`src/rtl/spf_pkg.sv`:
```
// ----------------------------------------------------------------------------
// spf_pkg
// Shared types, constants and the CRC-16 byte step for the packet framer.
// ----------------------------------------------------------------------------
package spf_pkg;

  // Default frame size limit in bytes, header and CRC included.
  localparam int unsigned MAX_FRAME_DEF = 64;

  localparam logic [15:0] CRC_POLY   = 16'h8005;
  localparam logic [7:0]  SYNC_BYTE  = 8'hFF;
  localparam logic [7:0]  MARK_BYTE  = 8'hFD;
  localparam logic [7:0]  RSVD_BYTE  = 8'h00;
  localparam logic [7:0]  DROP_BYTE  = 8'h00;

  // Header: FF FF FD 00 ID LEN_L LEN_H.
  localparam int unsigned HDR_LEN    = 7;
  localparam int unsigned HDR_IDX_W  = 3;
  // Bytes around the stuffed body: header plus two CRC bytes.
  localparam int unsigned FRAME_OVHD = 9;
  // The length field counts the stuffed body plus the CRC.
  localparam int unsigned LEN_OVHD   = 2;

  // Source of the next frame byte.
  typedef enum logic [2:0] {
    SRC_HDR   = 3'd0,
    SRC_BODY  = 3'd1,
    SRC_STUFF = 3'd2,
    SRC_CRCL  = 3'd3,
    SRC_CRCH  = 3'd4,
    SRC_DROP  = 3'd5
  } byte_src_e;

  typedef struct packed {
    logic      load;   // store an accepted body byte
    logic      start;  // begin emission of the loaded packet
    logic      fetch;  // read the next body byte from the store
    logic      emit;   // place a byte into the output register
    byte_src_e src;    // which byte to emit
    logic      clear;  // drop all packet state
  } ctl_cmd_t;

  typedef struct packed {
    logic out_free;    // output register can take a byte this cycle
    logic too_long;    // loaded frame exceeds the limit
    logic hdr_last;    // emitting the final header byte
    logic body_done;   // every stored body byte has been fetched
    logic stuff_hit;   // current body byte closes an FF FF FD run
  } dp_status_t;

  // One byte of CRC-16, polynomial 0x8005, MSB first.
  function automatic logic [15:0] crc16_byte(logic [15:0] crc, logic [7:0] b);
    logic [15:0] c;
    c = crc ^ {b, 8'h00};
    for (int i = 0; i < 8; i++) begin
      c = c[15] ? ((c << 1) ^ CRC_POLY) : (c << 1);
    end
    return c;
  endfunction

endpackage

```
`src/rtl/stuffed_packet_framer_crc16.sv`:
```
// ----------------------------------------------------------------------------
// stuffed_packet_framer_crc16
// Collects one packet body and sends it as a byte-stuffed frame with CRC-16.
// ----------------------------------------------------------------------------
//
// Channel   Direction  Transaction carries
// s_axis    in         body byte, target ID, last-body-byte mark
// m_axis    out        frame byte, end-of-packet mark, dropped flag
//
// Each body byte is accepted as soon as it is offered while loading. After
// the last byte, the check state tests the frame length; a frame that is too
// long produces a single dropped transaction. Otherwise emission sends the
// seven header bytes, then for each body byte a fetch through the body
// store's registered read port and a write into the output register, then
// any inserted FD, and last the two CRC bytes. Reset clears the control
// state and counters; the body store is not cleared, since only bytes
// written in the current packet are ever read back. A stall on m_axis holds
// the output register and pauses emission. Input is taken only while
// loading, also while the last frame byte still waits.
//
// The frame is FF FF FD 00, ID, LEN_L, LEN_H, the stuffed body, CRC_L, CRC_H.
// An FD is inserted after every FF FF FD found in the original body bytes.
// LEN counts the stuffed body plus the two CRC bytes, and the CRC
// (polynomial 0x8005, zero start value, no reflection) covers every byte
// before it. Body bytes beyond MAX_FRAME are ignored; such a packet is
// always dropped.
module stuffed_packet_framer_crc16 import spf_pkg::*; #(
  parameter int unsigned MAX_FRAME = MAX_FRAME_DEF
) (
  input  logic        clk_i,
  input  logic        rst_ni,
  input  logic        s_axis_tvalid_i,
  output logic        s_axis_tready_o,
  input  logic [15:0] s_axis_tdata_i,   // [7:0] body_byte, [15:8] target_id
  input  logic        s_axis_tlast_i,   // body_last
  output logic        m_axis_tvalid_o,
  input  logic        m_axis_tready_i,
  output logic [7:0]  m_axis_tdata_o,   // [7:0] frame_byte
  output logic        m_axis_tlast_o,   // frame_end
  output logic [0:0]  m_axis_tuser_o    // [0] frame_dropped
);

  ctl_cmd_t   cmd;
  dp_status_t status;

  // The sequencer decides what happens each cycle; the datapath holds all
  // packet state and the output register.
  spf_ctrl u_ctrl (
    .clk_i      (clk_i),
    .rst_ni     (rst_ni),
    .in_valid_i (s_axis_tvalid_i),
    .in_last_i  (s_axis_tlast_i),
    .in_ready_o (s_axis_tready_o),
    .status_i   (status),
    .cmd_o      (cmd)
  );

  spf_datapath #(
    .MAX_FRAME (MAX_FRAME)
  ) u_datapath (
    .clk_i           (clk_i),
    .rst_ni          (rst_ni),
    .cmd_i           (cmd),
    .status_o        (status),
    .body_byte_i     (s_axis_tdata_i[7:0]),
    .target_id_i     (s_axis_tdata_i[15:8]),
    .out_ready_i     (m_axis_tready_i),
    .out_valid_o     (m_axis_tvalid_o),
    .frame_byte_o    (m_axis_tdata_o),
    .frame_end_o     (m_axis_tlast_o),
    .frame_dropped_o (m_axis_tuser_o[0])
  );

  // The last body byte hands control to the length check, so no further
  // body byte may be taken in the following cycle.
  assert property (@(posedge clk_i) disable iff (!rst_ni)
    (s_axis_tvalid_i && s_axis_tready_o && s_axis_tlast_i) |=> !s_axis_tready_o)
    else $error("body byte accepted right after the last body byte");

  // A dropped frame is reported as one single end-of-packet transaction.
  assert property (@(posedge clk_i) disable iff (!rst_ni)
    (m_axis_tvalid_o && m_axis_tuser_o[0]) |-> (m_axis_tlast_o && (m_axis_tdata_o == DROP_BYTE)))
    else $error("dropped flag on a transaction that is not the drop marker");

  // Emission never overwrites a byte that is still waiting on a stall.
  assert property (@(posedge clk_i) disable iff (!rst_ni)
    cmd.emit |-> (!m_axis_tvalid_o || m_axis_tready_i))
    else $error("frame byte emitted into a full output register");

endmodule

```
`src/rtl/spf_datapath.sv`:
```
// ----------------------------------------------------------------------------
// spf_datapath
// Body store, counters, stuffing detection, CRC and the output register.
// ----------------------------------------------------------------------------
module spf_datapath import spf_pkg::*; #(
  parameter int unsigned MAX_FRAME = MAX_FRAME_DEF
) (
  input  logic       clk_i,
  input  logic       rst_ni,
  input  ctl_cmd_t   cmd_i,
  output dp_status_t status_o,
  input  logic [7:0] body_byte_i,
  input  logic [7:0] target_id_i,
  input  logic       out_ready_i,
  output logic       out_valid_o,
  output logic [7:0] frame_byte_o,
  output logic       frame_end_o,
  output logic       frame_dropped_o
);

  localparam int unsigned CW = $clog2(MAX_FRAME + 1);
  localparam int unsigned AW = $clog2(MAX_FRAME);
  localparam int unsigned TW = CW + 2;

  logic [7:0]           mem_q [MAX_FRAME];
  logic [7:0]           rdata_q;
  logic [CW-1:0]        body_cnt_q, body_cnt_d;
  logic [CW-1:0]        stuff_cnt_q, stuff_cnt_d;
  logic [CW-1:0]        rd_idx_q, rd_idx_d;
  logic [HDR_IDX_W-1:0] hdr_idx_q, hdr_idx_d;
  logic [15:0]          prev_q, prev_d;
  logic [15:0]          crc_q, crc_d;
  logic [7:0]           id_q, id_d;
  logic                 out_valid_q, out_valid_d;
  logic [7:0]           out_byte_q, out_byte_d;
  logic                 out_end_q, out_end_d;
  logic                 out_drop_q, out_drop_d;
  logic                 has_room;
  logic [15:0]          len;
  logic [7:0]           hdr_byte;
  logic [7:0]           emit_byte;
  logic [TW-1:0]        total;

  assign has_room = body_cnt_q < CW'(MAX_FRAME);
  assign len      = 16'(body_cnt_q) + 16'(stuff_cnt_q) + 16'(LEN_OVHD);
  assign total    = TW'(body_cnt_q) + TW'(stuff_cnt_q) + TW'(FRAME_OVHD);

  always_comb begin
    unique case (hdr_idx_q)
      3'd0, 3'd1: hdr_byte = SYNC_BYTE;
      3'd2:       hdr_byte = MARK_BYTE;
      3'd3:       hdr_byte = RSVD_BYTE;
      3'd4:       hdr_byte = id_q;
      3'd5:       hdr_byte = len[7:0];
      3'd6:       hdr_byte = len[15:8];
      default:    hdr_byte = RSVD_BYTE;
    endcase
  end

  always_comb begin
    unique case (cmd_i.src)
      SRC_HDR:   emit_byte = hdr_byte;
      SRC_BODY:  emit_byte = rdata_q;
      SRC_STUFF: emit_byte = MARK_BYTE;
      SRC_CRCL:  emit_byte = crc_q[7:0];
      SRC_CRCH:  emit_byte = crc_q[15:8];
      SRC_DROP:  emit_byte = DROP_BYTE;
      default:   emit_byte = DROP_BYTE;
    endcase
  end

  assign status_o.out_free  = !out_valid_q || out_ready_i;
  assign status_o.too_long  = total > TW'(MAX_FRAME);
  assign status_o.hdr_last  = hdr_idx_q == HDR_IDX_W'(HDR_LEN - 1);
  assign status_o.body_done = rd_idx_q == body_cnt_q;
  assign status_o.stuff_hit = (rdata_q == MARK_BYTE) && (prev_q == {SYNC_BYTE, SYNC_BYTE});

  always_comb begin
    body_cnt_d  = body_cnt_q;
    stuff_cnt_d = stuff_cnt_q;
    rd_idx_d    = rd_idx_q;
    hdr_idx_d   = hdr_idx_q;
    prev_d      = prev_q;
    crc_d       = crc_q;
    id_d        = id_q;
    out_valid_d = out_valid_q;
    out_byte_d  = out_byte_q;
    out_end_d   = out_end_q;
    out_drop_d  = out_drop_q;

    if (cmd_i.load) begin
      if (body_cnt_q == '0) begin
        id_d = target_id_i;
      end
      if (has_room) begin
        body_cnt_d = body_cnt_q + 1'b1;
        if ((body_byte_i == MARK_BYTE) && (prev_q == {SYNC_BYTE, SYNC_BYTE}) &&
            (stuff_cnt_q < CW'(MAX_FRAME))) begin
          stuff_cnt_d = stuff_cnt_q + 1'b1;
        end
        prev_d = {prev_q[7:0], body_byte_i};
      end
    end

    // Emission replays the stored body, so the detector history restarts.
    if (cmd_i.start) begin
      prev_d    = '0;
      crc_d     = '0;
      rd_idx_d  = '0;
      hdr_idx_d = '0;
    end

    if (cmd_i.fetch) begin
      rd_idx_d = rd_idx_q + 1'b1;
    end

    if (cmd_i.emit) begin
      out_valid_d = 1'b1;
      out_byte_d  = emit_byte;
      out_end_d   = (cmd_i.src == SRC_CRCH) || (cmd_i.src == SRC_DROP);
      out_drop_d  = cmd_i.src == SRC_DROP;
      if ((cmd_i.src == SRC_HDR) || (cmd_i.src == SRC_BODY) || (cmd_i.src == SRC_STUFF)) begin
        crc_d = crc16_byte(crc_q, emit_byte);
      end
      if (cmd_i.src == SRC_HDR) begin
        hdr_idx_d = hdr_idx_q + 1'b1;
      end
      if (cmd_i.src == SRC_BODY) begin
        prev_d = {prev_q[7:0], rdata_q};
      end
    end else if (out_ready_i) begin
      out_valid_d = 1'b0;
    end

    if (cmd_i.clear) begin
      body_cnt_d  = '0;
      stuff_cnt_d = '0;
      prev_d      = '0;
      crc_d       = '0;
    end
  end

  always_ff @(posedge clk_i or negedge rst_ni) begin
    if (!rst_ni) begin
      body_cnt_q  <= '0;
      stuff_cnt_q <= '0;
      rd_idx_q    <= '0;
      hdr_idx_q   <= '0;
      prev_q      <= '0;
      crc_q       <= '0;
      id_q        <= '0;
      out_valid_q <= 1'b0;
    end else begin
      body_cnt_q  <= body_cnt_d;
      stuff_cnt_q <= stuff_cnt_d;
      rd_idx_q    <= rd_idx_d;
      hdr_idx_q   <= hdr_idx_d;
      prev_q      <= prev_d;
      crc_q       <= crc_d;
      id_q        <= id_d;
      out_valid_q <= out_valid_d;
    end
  end

  always_ff @(posedge clk_i) begin
    out_byte_q <= out_byte_d;
    out_end_q  <= out_end_d;
    out_drop_q <= out_drop_d;
  end

  // Body store: one write port on load, one registered read port on fetch.
  always_ff @(posedge clk_i) begin
    if (cmd_i.load && has_room) begin
      mem_q[body_cnt_q[AW-1:0]] <= body_byte_i;
    end
    if (cmd_i.fetch) begin
      rdata_q <= mem_q[rd_idx_q[AW-1:0]];
    end
  end

  assign out_valid_o     = out_valid_q;
  assign frame_byte_o    = out_byte_q;
  assign frame_end_o     = out_end_q;
  assign frame_dropped_o = out_drop_q;

endmodule

```
`src/rtl/spf_ctrl.sv`:
```
// ----------------------------------------------------------------------------
// spf_ctrl
// Sequencer for loading a packet body and emitting or dropping its frame.
// ----------------------------------------------------------------------------
module spf_ctrl import spf_pkg::*; (
  input  logic       clk_i,
  input  logic       rst_ni,
  input  logic       in_valid_i,
  input  logic       in_last_i,
  output logic       in_ready_o,
  input  dp_status_t status_i,
  output ctl_cmd_t   cmd_o
);

  typedef enum logic [8:0] {
    S_LOAD  = 9'b000000001,
    S_CHECK = 9'b000000010,
    S_DROP  = 9'b000000100,
    S_HDR   = 9'b000001000,
    S_FETCH = 9'b000010000,
    S_BODY  = 9'b000100000,
    S_STUFF = 9'b001000000,
    S_CRCL  = 9'b010000000,
    S_CRCH  = 9'b100000000
  } state_e;

  state_e state_q, state_d;

  assign in_ready_o = state_q == S_LOAD;

  always_comb begin
    state_d     = state_q;
    cmd_o       = '0;
    cmd_o.src   = SRC_HDR;
    unique case (state_q)
      S_LOAD: begin
        cmd_o.load = in_valid_i;
        if (in_valid_i && in_last_i) begin
          state_d = S_CHECK;
        end
      end
      S_CHECK: begin
        cmd_o.start = 1'b1;
        state_d     = status_i.too_long ? S_DROP : S_HDR;
      end
      S_DROP: begin
        cmd_o.src = SRC_DROP;
        if (status_i.out_free) begin
          cmd_o.emit  = 1'b1;
          cmd_o.clear = 1'b1;
          state_d     = S_LOAD;
        end
      end
      S_HDR: begin
        cmd_o.src = SRC_HDR;
        if (status_i.out_free) begin
          cmd_o.emit = 1'b1;
          if (status_i.hdr_last) begin
            state_d = S_FETCH;
          end
        end
      end
      S_FETCH: begin
        cmd_o.fetch = 1'b1;
        state_d     = S_BODY;
      end
      S_BODY: begin
        cmd_o.src = SRC_BODY;
        if (status_i.out_free) begin
          cmd_o.emit = 1'b1;
          if (status_i.stuff_hit) begin
            state_d = S_STUFF;
          end else if (status_i.body_done) begin
            state_d = S_CRCL;
          end else begin
            state_d = S_FETCH;
          end
        end
      end
      S_STUFF: begin
        cmd_o.src = SRC_STUFF;
        if (status_i.out_free) begin
          cmd_o.emit = 1'b1;
          state_d    = status_i.body_done ? S_CRCL : S_FETCH;
        end
      end
      S_CRCL: begin
        cmd_o.src = SRC_CRCL;
        if (status_i.out_free) begin
          cmd_o.emit = 1'b1;
          state_d    = S_CRCH;
        end
      end
      S_CRCH: begin
        cmd_o.src = SRC_CRCH;
        if (status_i.out_free) begin
          cmd_o.emit  = 1'b1;
          cmd_o.clear = 1'b1;
          state_d     = S_LOAD;
        end
      end
      default: begin
        state_d = S_LOAD;
      end
    endcase
  end

  always_ff @(posedge clk_i or negedge rst_ni) begin
    if (!rst_ni) begin
      state_q <= S_LOAD;
    end else begin
      state_q <= state_d;
    end
  end

endmodule

```
`config.mk`:
```
export PLATFORM = sky130hd
export DESIGN_NAME = stuffed_packet_framer_crc16
export DESIGN_NICKNAME = d
export VERILOG_FILES = /design/src/rtl/spf_pkg.sv /design/src/rtl/stuffed_packet_framer_crc16.sv /design/src/rtl/spf_datapath.sv /design/src/rtl/spf_ctrl.sv
export SDC_FILE = /design/constraint.sdc
export NUM_CORES = 1
export LEC_CHECK = 0
export BUFFER_PORTS_ARGS = -buffer_cell sky130_fd_sc_hd__buf_2
export CAP_MARGIN = 15
export CORE_MARGIN = 3
export CORE_UTILIZATION = 30
export DETAILED_ROUTE_END_ITERATION = 7
export PLACE_DENSITY = 0.52
export REMOVE_ABC_BUFFERS = 1
export SLEW_MARGIN = 20
export SYNTH_ARGS = -nofsm -noshare
export SYNTH_HDL_FRONTEND = slang
export SYNTH_HIERARCHICAL = 1
export SYNTH_SLANG_ARGS = --single-unit
```
`constraint.sdc`:
```
create_clock -name clk_i -period 6.5 [get_ports clk_i]
set_input_delay 0.975 -clock clk_i [delete_from_list [all_inputs] [get_ports clk_i]]
set_output_delay 0.975 -clock clk_i [all_outputs]
set_load 0.03 [all_outputs]
```
==> implementation parameters, run 1 <==
Parameter                              Value

Finish
  Most common cell after layout, fill and taps aside    edfxtp_1
  Area delta synth->final    14.26%
  Layout cells sized above 1    22.66%
  Most used cells in the layout excluding fill and tap cells    edfxtp_1 (530), mux4_2 (168), nor2_1 (130)
  Ant diodes    0
  NumNets Final    approximately 1600
  Post-route cell area    around 30000 sq um
  Final-layout fill cell count    between 7000 and 8000

Global route
  Number of antenna violations at the first check in global routing    0
  Global-route wire length before repair    ~95000 um
  Via count of the first global-routing pass    13970
  Maximum number of pins on one net before global-route repair    just under 90
  Overall fraction of global-route tracks in use    14.23%
  Final global-route overflow total    0

STA
  Unrepaired setup endpoints after global routing    no
  Remaining max-slew budget at the tightest pin    about 29%
  Fin. max-slew vios    0
  Worst setup skew after layout    around 0.02 ns
  Final Hold Viols    0
  Number of failing setup endpoints in the final timing report    0
  Tightest Pin Transition    around 1.1 ns
  Post-route fraction of the period consumed by the critical path    73.60%
  Time the final worst path needs with I/O delays and setup    4.784 ns
  Final setup margin    approximately 1.7 ns
  Highest Clock Rate    209.0 MHz

Routing
  Wire length per cell after detailed routing    23.30 um
  Initial DRC count    between 1000 and 1500
  Drt drc    0
  Total number of vias    13690
  Post-Route WL    63230 um
  Iteration count of the initial detailed-routing pass    5
  Detail Route Antenna Nets    0
  Average via count per standard cell    5.045

Synthesis
  Synthesized area per cell    between 15 and 20 sq um
  EDFF count, synth    530
  Sequential area share after synthesis    approximately 69%
  Count of mapped cells out of synthesis    1477
  Flop and latch count out of synthesis    604
  Synth async-reset ratio    12.25%
  Synth Cell Area    between 20000 and 30000 sq um
  Count of yosys warnings during synthesis    6
  Count of unique library cells instantiated by Yosys    83
  Flip-flop cell with the highest count after synthesis    edfxtp_1

Worst hold path
  Worst hold path type    in2async

Critical path
  Cells along the critical path    nor3_2, nand2_1, nor2_1, nor2b_1, a21oi_1, o22ai_1, a21oi_1, mux2_2, a2111oi_0, o211ai_1, a211o_1, a31oi_1, nor2_1
  R2R Setup Slk    about 1.7 ns
  Launching point of the worst reg2reg path    u_ctrl/state_q[5]
  Largest stage delay on the critical path    about 0.84 ns
  Number of cells on the worst reg-to-reg path    13
  Setup CP Type    reg2reg
  Worst endpoint required time    6.95 ns
  Critical Path Sink Type    flop
  Crit path DAT    between 5 and 6 ns
  End of the worst register-to-register path    u_datapath/crc_q[1]
  Crit-path max FO    16
  Master of the slowest instance on the critical path    nor2_1
  Launching element type of the critical path    flop

Clock network
  Clock H-tree levels    3
  Insertion delay of the later-clocked pin in the worst-skew pair    around 0.59 ns
  Post-CTS setup repair buffer count    0
  Clock buffer count from CTS    69
  CTS sink cnt    roughly 600
  CTS tree    built
  Root buffer selected by CTS    clkbuf_16
  Number of hold buffers added after cts    0
  Number of resized instances in the post-cts repair step    0
  Maximum buffer depth of the clock tree    3
  Worst-path clk slew    0.05 ns

Floorplanning
  Number of primary I/O pins    33
  Initial standard-cell utilization of the core    30.45%
  Total die area    roughly 89000 sq um
  Core Box Area    between 80000 and 90000 sq um
  Vert. Die Dim    a little under 300 um
  X dimension of the die    approximately 300 um
  Placement row count    between 100 and 150

Power and ir drop
  Peak ir drop on the vdd network    0.2893 mV
  Final Power    between 10 and 15 mW
  Power Dens Cells    ~370 nW/um^2
  Leak    ~9.4 nW

Flow run
  Max Cap Violations    0

Place
  Post-detailed-placement cell area    ~27000 sq um
  Detailed-placement wirelength estimate    between 30000 and 40000 um
  Worst Setup Slack post-DPL    1.860 ns
  Placer congestion estimate    between 0.8 and 0.9
  Number of port buffers    32

Run status
  Run status    complete, no violations
## metal layers
metal  track usage (%)  up-vias  share of wire (%)
met5                 0        -                  0
met4             3.688        0                2.4
met3             2.950      106                5.2
met2             22.94      330                 48
met1             19.69     7254                 44
li1                  -     6003                  -
## worst max-delay path by stage
| stage | depth (start not counted) | startpoint | to |
|---|---|---|---|
| finish | 13 | u_ctrl/state_q[5] | u_datapath/crc_q[1] |
| global route | 13 | u_ctrl/state_q[5] | u_datapath/crc_q[1] |
| CTS | 14 | u_ctrl/state_q[1] | u_datapath/crc_q[1] |
| detailed placement | 14 | u_ctrl/state_q[1] | u_datapath/crc_q[1] |
| global placement | 14 | u_ctrl/state_q[1] | u_datapath/crc_q[1] |
| floorplan | 3 | u_datapath/rd_idx_q[0] | u_datapath/rdata_q[0] |
## critical path: cells and delay by family (launching register included)
kind	cells	cell delay, ns
mux	1	0.38
flops	1	0.52
compound gates	7	2.02
simple gates	5	1.72
## synth_stat cells (4+ instances only)
cell,number,area share [%]
a211o_1,6,0.20
a211oi_1,4,0.12
a21oi_1,50,0.98
a22oi_1,13,0.38
a31oi_1,6,0.15
and2_1,9,0.22
and3_1,12,0.29
buf_1,17,0.25
buf_2,4,0.078
clkbuf_1,54,0.79
dfrtp_1,73,7.1
edfxtp_1,530,62
ha_1,16,0.78
inv_1,20,0.29
mux2_2,12,0.53
mux2i_1,5,0.20
mux4_2,168,15
nand2_1,92,1.3
nand2b_1,9,0.22
nand3_1,15,0.29
nand3b_1,9,0.26
nand4_1,17,0.41
nor2_1,130,1.9
nor2b_1,10,0.24
nor3_1,17,0.33
nor3b_1,4,0.12
o211ai_1,13,0.38
o21a_1,5,0.15
o21ai_0,29,0.57
o22ai_1,6,0.15
o31ai_1,4,0.12
or2_2,6,0.15
or3_1,6,0.15
xnor2_1,17,0.58
xor2_1,16,0.55
## state kept, by name (all words and copies together), names as in the netlist, 3 cells and up
signal,count
u_datapath/stuff_cnt_q,7
u_datapath/hdr_idx_q,3
u_datapath/frame_byte_o,8
u_datapath/rd_idx_q,7
u_datapath/prev_q,16
u_datapath/body_cnt_q,7
u_datapath/crc_q,16
u_ctrl/state_q,9
u_datapath/rdata_q,8
u_datapath/mem_q,512
u_datapath/id_q,8
## metrics by stage
step	util [%]	std cells	hold slack, ns	TNS (ns)
after floorplan	-	1398	0.4722	-2.830
after global placement	32.22	2589	0.5015	0
after detailed placement	32.22	2589	0.5073	0
after CTS	34.79	2714	0.5198	0
after global routing	34.79	2714	0.4592	0
final	34.79	2714	0.4229	0
## report_power, final
part	internal, mW	switching (mW)	leakage (nW)
combinational	1.13	1.35	2.57
sequential	4.44	0.274	5.74
clock	2.20	1.53	1.06
## layout make-up
type	instances	area, sq um	share of cell area (%)
sequential	604	17780	60.67
multi-input combinational	774	7485	25.54
timing repair buffer	57	379.1	1.294
clock buffer	89	1832	6.251
clock inverter	36	335.3	1.144
tap	1134	1419	4.842
inverter	20	75.07	0.2562
## kinds of logic (layout without fill, tap and decap cells)
logic type / Yosys count / in the layout / synth area share, %
fa+ha+maj: 17 / 17 / 0.8587
xor+xnor: 36 / 36 / 1.395
simple gates: 366 / 366 / 7.016
mux: 187 / 187 / 15.56
compound gates: 168 / 168 / 4.333
flops: 604 / 604 / 69.29
buf+inv: 99 / 202 / 1.547
No activity file was read; power rests on OpenSTA's default activity.
==> inputs of run 2 (changes only) <==
clock period = 4.6 ns   (was 6.5 ns; I/O delays follow)
==> run 2 against run 1 <==
Effect of this change:
- first-iteration DRC count up 26%
- flip-flop and latch count unchanged
- register-to-register slack worse by 1.3 ns
- via count up 2.3%
- maximum frequency up 15%
- largest cell class unchanged
- highest routed layer unchanged
==> implementation parameters, run 2 (synthesis gave the netlist of run 1 again) <==
Parameter                              Value

Critical path
  Launching element type of the critical path    flop
  Worst path top cell family by delay    simple AND/OR/NAND/NOR gates
  Crit path DAT    between 4 and 5 ns
  Crit-path max FO    17
  Setup CP Type    reg2reg
  Largest stage delay on the critical path    about 0.56 ns
  Worst path most repeated cell    a211o_1
  Master of the slowest instance on the critical path    or4b_4
  Count of buffer and inverter cells on the critical path    1
  Critical Path Sink Type    flop
  Cells along the critical path    or2_1, or4b_4, o22ai_1, buf_4, nor2b_2, a22o_1, a221oi_1, o41a_1, and3_4, or3_4, a211o_1, a211o_1, a31oi_1, nor2_1
  R2R Setup Slk    about 0.44 ns
  Worst endpoint required time    between 5 and 6 ns

Global route
  Number of antenna violations at the first check in global routing    1
  Maximum number of pins on one net before global-route repair    67
  Overall fraction of global-route tracks in use    14.40%
  Final global-route overflow total    0
  Via count of the first global-routing pass    14290
  Global-route wire length before repair    between 90000 and 100000 um

Finish
  Area delta synth->final    16.88%
  Final standard cell utilization of the core    35.59%
  Flip-flop count of the largest register, all copies and words added    just over 500
  Layout cells sized above 1    about a quarter
  Post-Layout Cell Count    between 2000 and 3000
  Ant diodes    0
  Most used cells in the layout excluding fill and tap cells    edfxtp_1 (530), mux4_2 (168), nor2_1 (130)
  Most common cell after layout, fill and taps aside    edfxtp_1
  NumNets Final    around 1600

Power and ir drop
  Leak    approximately 9.8 nW
  Power Dens Cells    approximately 520 nW/um^2
  Net switching power figure    ~4.5 mW
  Clock power share    about 34%
  Sw Share    a little under 30%
  Peak ir drop on the vdd network    0.2999 mV
  Sequential share of power    between 40% and 50%
  Internal power consumption    between 10 and 15 mW
  Share of power burned in combinational logic    a little under a quarter

STA
  Fin. max-slew vios    0
  Number of failing setup endpoints in the final timing report    0
  Final setup margin    0.4413 ns
  Worst setup skew after layout    0.02983 ns
  Highest Clock Rate    around 240 MHz
  Tightest Pin Transition    around 0.86 ns
  Final worst hold slack    around 0.11 ns
  Time the final worst path needs with I/O delays and setup    4.159 ns
  TNS Setup    0 ns
  Unrepaired setup endpoints after global routing    no
  Final Hold Viols    0
  Post-route fraction of the period consumed by the critical path    between 90% and 100%
  Remaining max-slew budget at the tightest pin    about 42%

Clock network
  CTS sink cnt    604
  Clock H-tree levels    3
  Insertion delay of the later-clocked pin in the worst-skew pair    approximately 0.6 ns
  Worst-path clk slew    0.06 ns
  CTS tree    built
  Maximum buffer depth of the clock tree    3
  Clock buffer count from CTS    between 60 and 70
  Post-CTS setup repair buffer count    0
  Root buffer selected by CTS    clkbuf_16

Floorplanning
  Vert. Die Dim    298.4 um
  Core Box Area    roughly 84000 sq um
  Number of primary I/O pins    33
  X dimension of the die    around 300 um
  Initial standard-cell utilization of the core    ~30%
  Total die area    between 80000 and 90000 sq um
  Placement row count    106

Place
  Placer congestion estimate    roughly 0.85
  Number of port buffers    32
  Placed cell count    2667
  Detailed-placement wirelength estimate    around 41000 um
  Worst Setup Slack post-DPL    about 0.15 ns

Routing
  Average via count per standard cell    about 5
  Detail Route Antenna Nets    0
  Iteration count of the initial detailed-routing pass    5
  Total number of vias    approximately 14000
  Post-Route WL    roughly 64000 um
  Initial DRC count    ~1300
  Drt drc    0
  Wire length per cell after detailed routing    between 20 and 25 um

Worst hold path
  Worst hold path type    in2async

Flow run
  Max Cap Violations    0

Run status
  Run status    complete, no violations
[run 2: cell type report]
type,count,area [sq um]
Timing Repair Buffer,135,985.9
Sequential cell,604,17780
Inverter,20,75.07
Clock buffer,85,1818
Tap cell,1134,1419
Fill cell,7859,54250
Multi-Input combinational cell,774,7500
Clock inverter,36,395.4
[run 2: through the flow]
step | power (mW) | instance area, sq um
2_1_floorplan | 9.376 | 25320
3_3_place_gp | 10.39 | 27740
3_5_place_dp | 10.44 | 27740
4_1_cts | 15.85 | 29960
5_1_grt | 16.39 | 29970
6_report | 15.68 | 29970
[run 2: worst paths after layout]
| path | cells after the start | from | to |
|---|---|---|---|
| max | 14 | u_ctrl/state_q[1] | u_datapath/crc_q[1] |
| min | 1 | rst_ni | u_datapath/out_valid_o |
| max reg2reg | 14 | u_ctrl/state_q[1] | u_datapath/crc_q[1] |
| min reg2reg | 1 | u_datapath/id_q[0] | u_datapath/id_q[0] |
| max in group asynchronous | 2 | rst_ni | u_ctrl/state_q[2] |
| min in group clk_i | 2 | s_axis_tdata_i[12] | u_datapath/id_q[4] |
[run 2: layer usage]
layer / track usage (%) / vias to the layer above / wire length [um]
met3: 3.131 / 112 / 3441
li1: - / 6164 / -
met5: 0 / - / 0
met4: 4.776 / 0 / 2083
met1: 19.78 / 7390 / 28210
met2: 22.81 / 342 / 30300
[run 2: what timing repair did]
item / 4_1_cts / 5_1_grt
hold buffers: 0 / 0
endpoints found under the setup margin: 0 / 3
resized for setup: 0 / 4
[run 2: power groups by stage]
stage / Combinational (mW) / Sequential [mW] / Clock (mW)
floorplan: 2.54 / 6.84 / 0
global placement: 3.72 / 6.67 / 0
detailed placement: 3.76 / 6.68 / 0
CTS: 3.77 / 6.57 / 5.50
global route: 4.07 / 6.61 / 5.71
finish: 3.75 / 6.57 / 5.36
==> inputs of run 3 (changes only) <==
CORE_UTILIZATION = 60   (was 30)
PLACE_DENSITY = unset   (was 0.52)
PLACE_DENSITY_LB_ADDON = 0.05   (was unset)
==> run 3 against run 2 <==
Effect of this change:
- non-clock buffer count grew 10
- power decreased by 5.0%
- hold slack worse by 0.063 ns
- via count increased by 1.4%
- clock-buffer cell count shrank 9
- global-route usage is 13 points higher
- die area fell by 49%
- design area down 3.4%
- sequential share of layout area grew 2.1 points
- final cell count fell by 21%
- register-to-register slack worse by 0.12 ns
==> implementation parameters, run 3 (synthesis gave the netlist of run 1 again) <==
Parameter                              Value

Run status
  Run status    complete, no violations

Power and ir drop
  Final Power    14.88 mW
  Peak ir drop on the vdd network    about 0.41 mV
  Leak    approximately 9.7 nW
  Power Dens Cells    roughly 510 nW/um^2

Finish
  Most common cell after layout, fill and taps aside    edfxtp_1
  Area of all sequential standard cells    around 18000 sq um
  Area delta synth->final    12.90%
  Ant diodes    0
  Layout cells sized above 1    between 20% and 30%
  Most used cells in the layout excluding fill and tap cells    edfxtp_1 (530), mux4_2 (168), nor2_1 (130)
  NumNets Final    1643
  Final-layout fill cell count    approximately 2700
  Final standard cell utilization of the core    around 69%
  Area occupied by multi-input gates    approximately 7500 sq um
  Flip-flop count of the largest register, all copies and words added    512

Routing
  Drt drc    0
  Wire length per cell after detailed routing    approximately 27 um
  Average via count per standard cell    between 6 and 7
  Detail Route Antenna Nets    0
  Initial DRC count    between 1500 and 2000
  Total number of vias    around 14000
  Post-Route WL    just under 60000 um
  Iteration count of the initial detailed-routing pass    5

Critical path
  Worst path top cell family by delay    compound AO/OA/AOI/OAI gates
  Number of cells on the worst reg-to-reg path    14
  End of the worst register-to-register path    u_datapath/crc_q[1]
  Launching element type of the critical path    flop
  Largest stage delay on the critical path    about 0.57 ns
  Crit-path max FO    10
  Setup CP Type    reg2reg
  R2R Setup Slk    0.32 ns
  Worst path most repeated cell    o22ai_1
  Master of the slowest instance on the critical path    or4b_4
  Critical Path Sink Type    flop
  Count of buffer and inverter cells on the critical path    1
  Launching point of the worst reg2reg path    u_ctrl/state_q[1]
  Crit path DAT    between 4 and 5 ns
  Cells along the critical path    or2_1, or4b_4, o22ai_1, buf_4, nor2b_2, a22oi_1, o22ai_1, a21oi_1, mux2_2, a2111oi_1, o211ai_1, a211o_1, a31oi_1, nor2_1
  Worst endpoint required time    5.09 ns

STA
  Highest Clock Rate    233.7 MHz
  Final Hold Viols    0
  Unrepaired setup endpoints after global routing    no
  Time the final worst path needs with I/O delays and setup    between 4 and 5 ns
  Post-route fraction of the period consumed by the critical path    between 90 and 100%
  Fin. max-slew vios    0
  Remaining max-slew budget at the tightest pin    between 20% and 30%
  Number of failing setup endpoints in the final timing report    0
  Worst setup skew after layout    roughly 0.015 ns
  Tightest Pin Transition    roughly 1.1 ns

Flow run
  Max Cap Violations    0

Floorplanning
  Total die area    about 45000 sq um
  Vert. Die Dim    212.7 um
  Number of primary I/O pins    33
  Core Box Area    about 42000 sq um
  Placement row count    75
  X dimension of the die    approximately 210 um
  Initial standard-cell utilization of the core    between 60% and 70%

Clock network
  Root buffer selected by CTS    clkbuf_16
  Maximum buffer depth of the clock tree    3
  CTS sink cnt    between 600 and 700
  CTS tree    built
  Post-CTS setup repair buffer count    0
  Insertion delay of the later-clocked pin in the worst-skew pair    approximately 0.62 ns
  Number of hold buffers added after cts    0
  Worst-path clk slew    0.06 ns
  Clock buffer count from CTS    60
  Clock H-tree levels    2
  Number of resized instances in the post-cts repair step    0

Worst hold path
  Worst hold path type    in2async

Place
  Placer congestion estimate    0.9161
  Number of port buffers    32
  Detailed-placement wirelength estimate    roughly 38000 um

Global route
  Final global-route overflow total    0
  Via count of the first global-routing pass    around 14000
  Global-route wire length before repair    approximately 90000 um
  Overall fraction of global-route tracks in use    27.27%
  Number of antenna violations at the first check in global routing    1
  Maximum number of pins on one net before global-route repair    between 60 and 70
==> run 3: changes by cell type in the layout (fill, tap and decap cells not counted), moves of 2 or more <==
cell,delta
buf_4,+9
bufinv_16,-3
clkbuf_1,-2
clkbuf_16,-8
clkinv_16,-2
clkinv_2,+2
==> run 3: how the worst max path moves through the flow <==
stage / to / startpoint / slack [ns] / cells past startpoint
6_report: u_datapath/crc_q[1] / u_ctrl/state_q[1] / 0.32 / 14
5_1_grt: u_datapath/crc_q[1] / u_ctrl/state_q[8] / 0.08 / 14
4_1_cts: u_datapath/crc_q[1] / u_ctrl/state_q[1] / 0.22 / 14
3_5_place_dp: u_datapath/crc_q[1] / u_ctrl/state_q[8] / 0.24 / 14
3_3_place_gp: u_datapath/crc_q[1] / u_ctrl/state_q[1] / 0.33 / 14
2_1_floorplan: u_datapath/rdata_q[0] / u_datapath/rd_idx_q[0] / -2.25 / 3
==> run 3: final cells by class <==
cell class              count  share of cell area [%]
clock buffers              76                   5.610
clock inverters            32                  0.8254
inverters                  20                  0.2593
multi-input cells         774                   25.87
flip-flops and latches    604                   61.40
well taps                 539                   2.329
repair buffers            145                   3.708
==> run 3: stage by stage <==
stage | hold WS (ns) | cells | TNS [ns] | area [sq um] | setup slack [ns]
2_1_floorplan | 0.3944 | 1398 | -29.71 | 25320 | -2.254
3_3_place_gp | 0.4921 | 2082 | 0 | 27080 | 0.3280
3_5_place_dp | 0.4977 | 2082 | 0 | 27080 | 0.2436
4_1_cts | 0.02602 | 2190 | 0 | 28950 | 0.2172
5_1_grt | 0.05786 | 2190 | 0 | 28950 | 0.07554
6_report | 0.04381 | 2190 | 0 | 28950 | 0.3212
==> run 3: routing by layer <==
layer,vias up,share of wire [%],global-route usage [%]
met3,118,8.5,5.436
met2,631,47,41.53
met1,7297,41,40.25
met4,2,3.5,9.842
li1,6161,-,-
met5,-,0.022,0
==> run 3: where the power goes <==
part	leakage, nW	internal (mW)	switching [mW]	total (mW)
combinational	3.05	1.71	1.99	3.70
clock	0.905	2.64	1.97	4.61
sequential	5.74	6.27	0.298	6.57
total	9.69	10.6	4.26	14.9
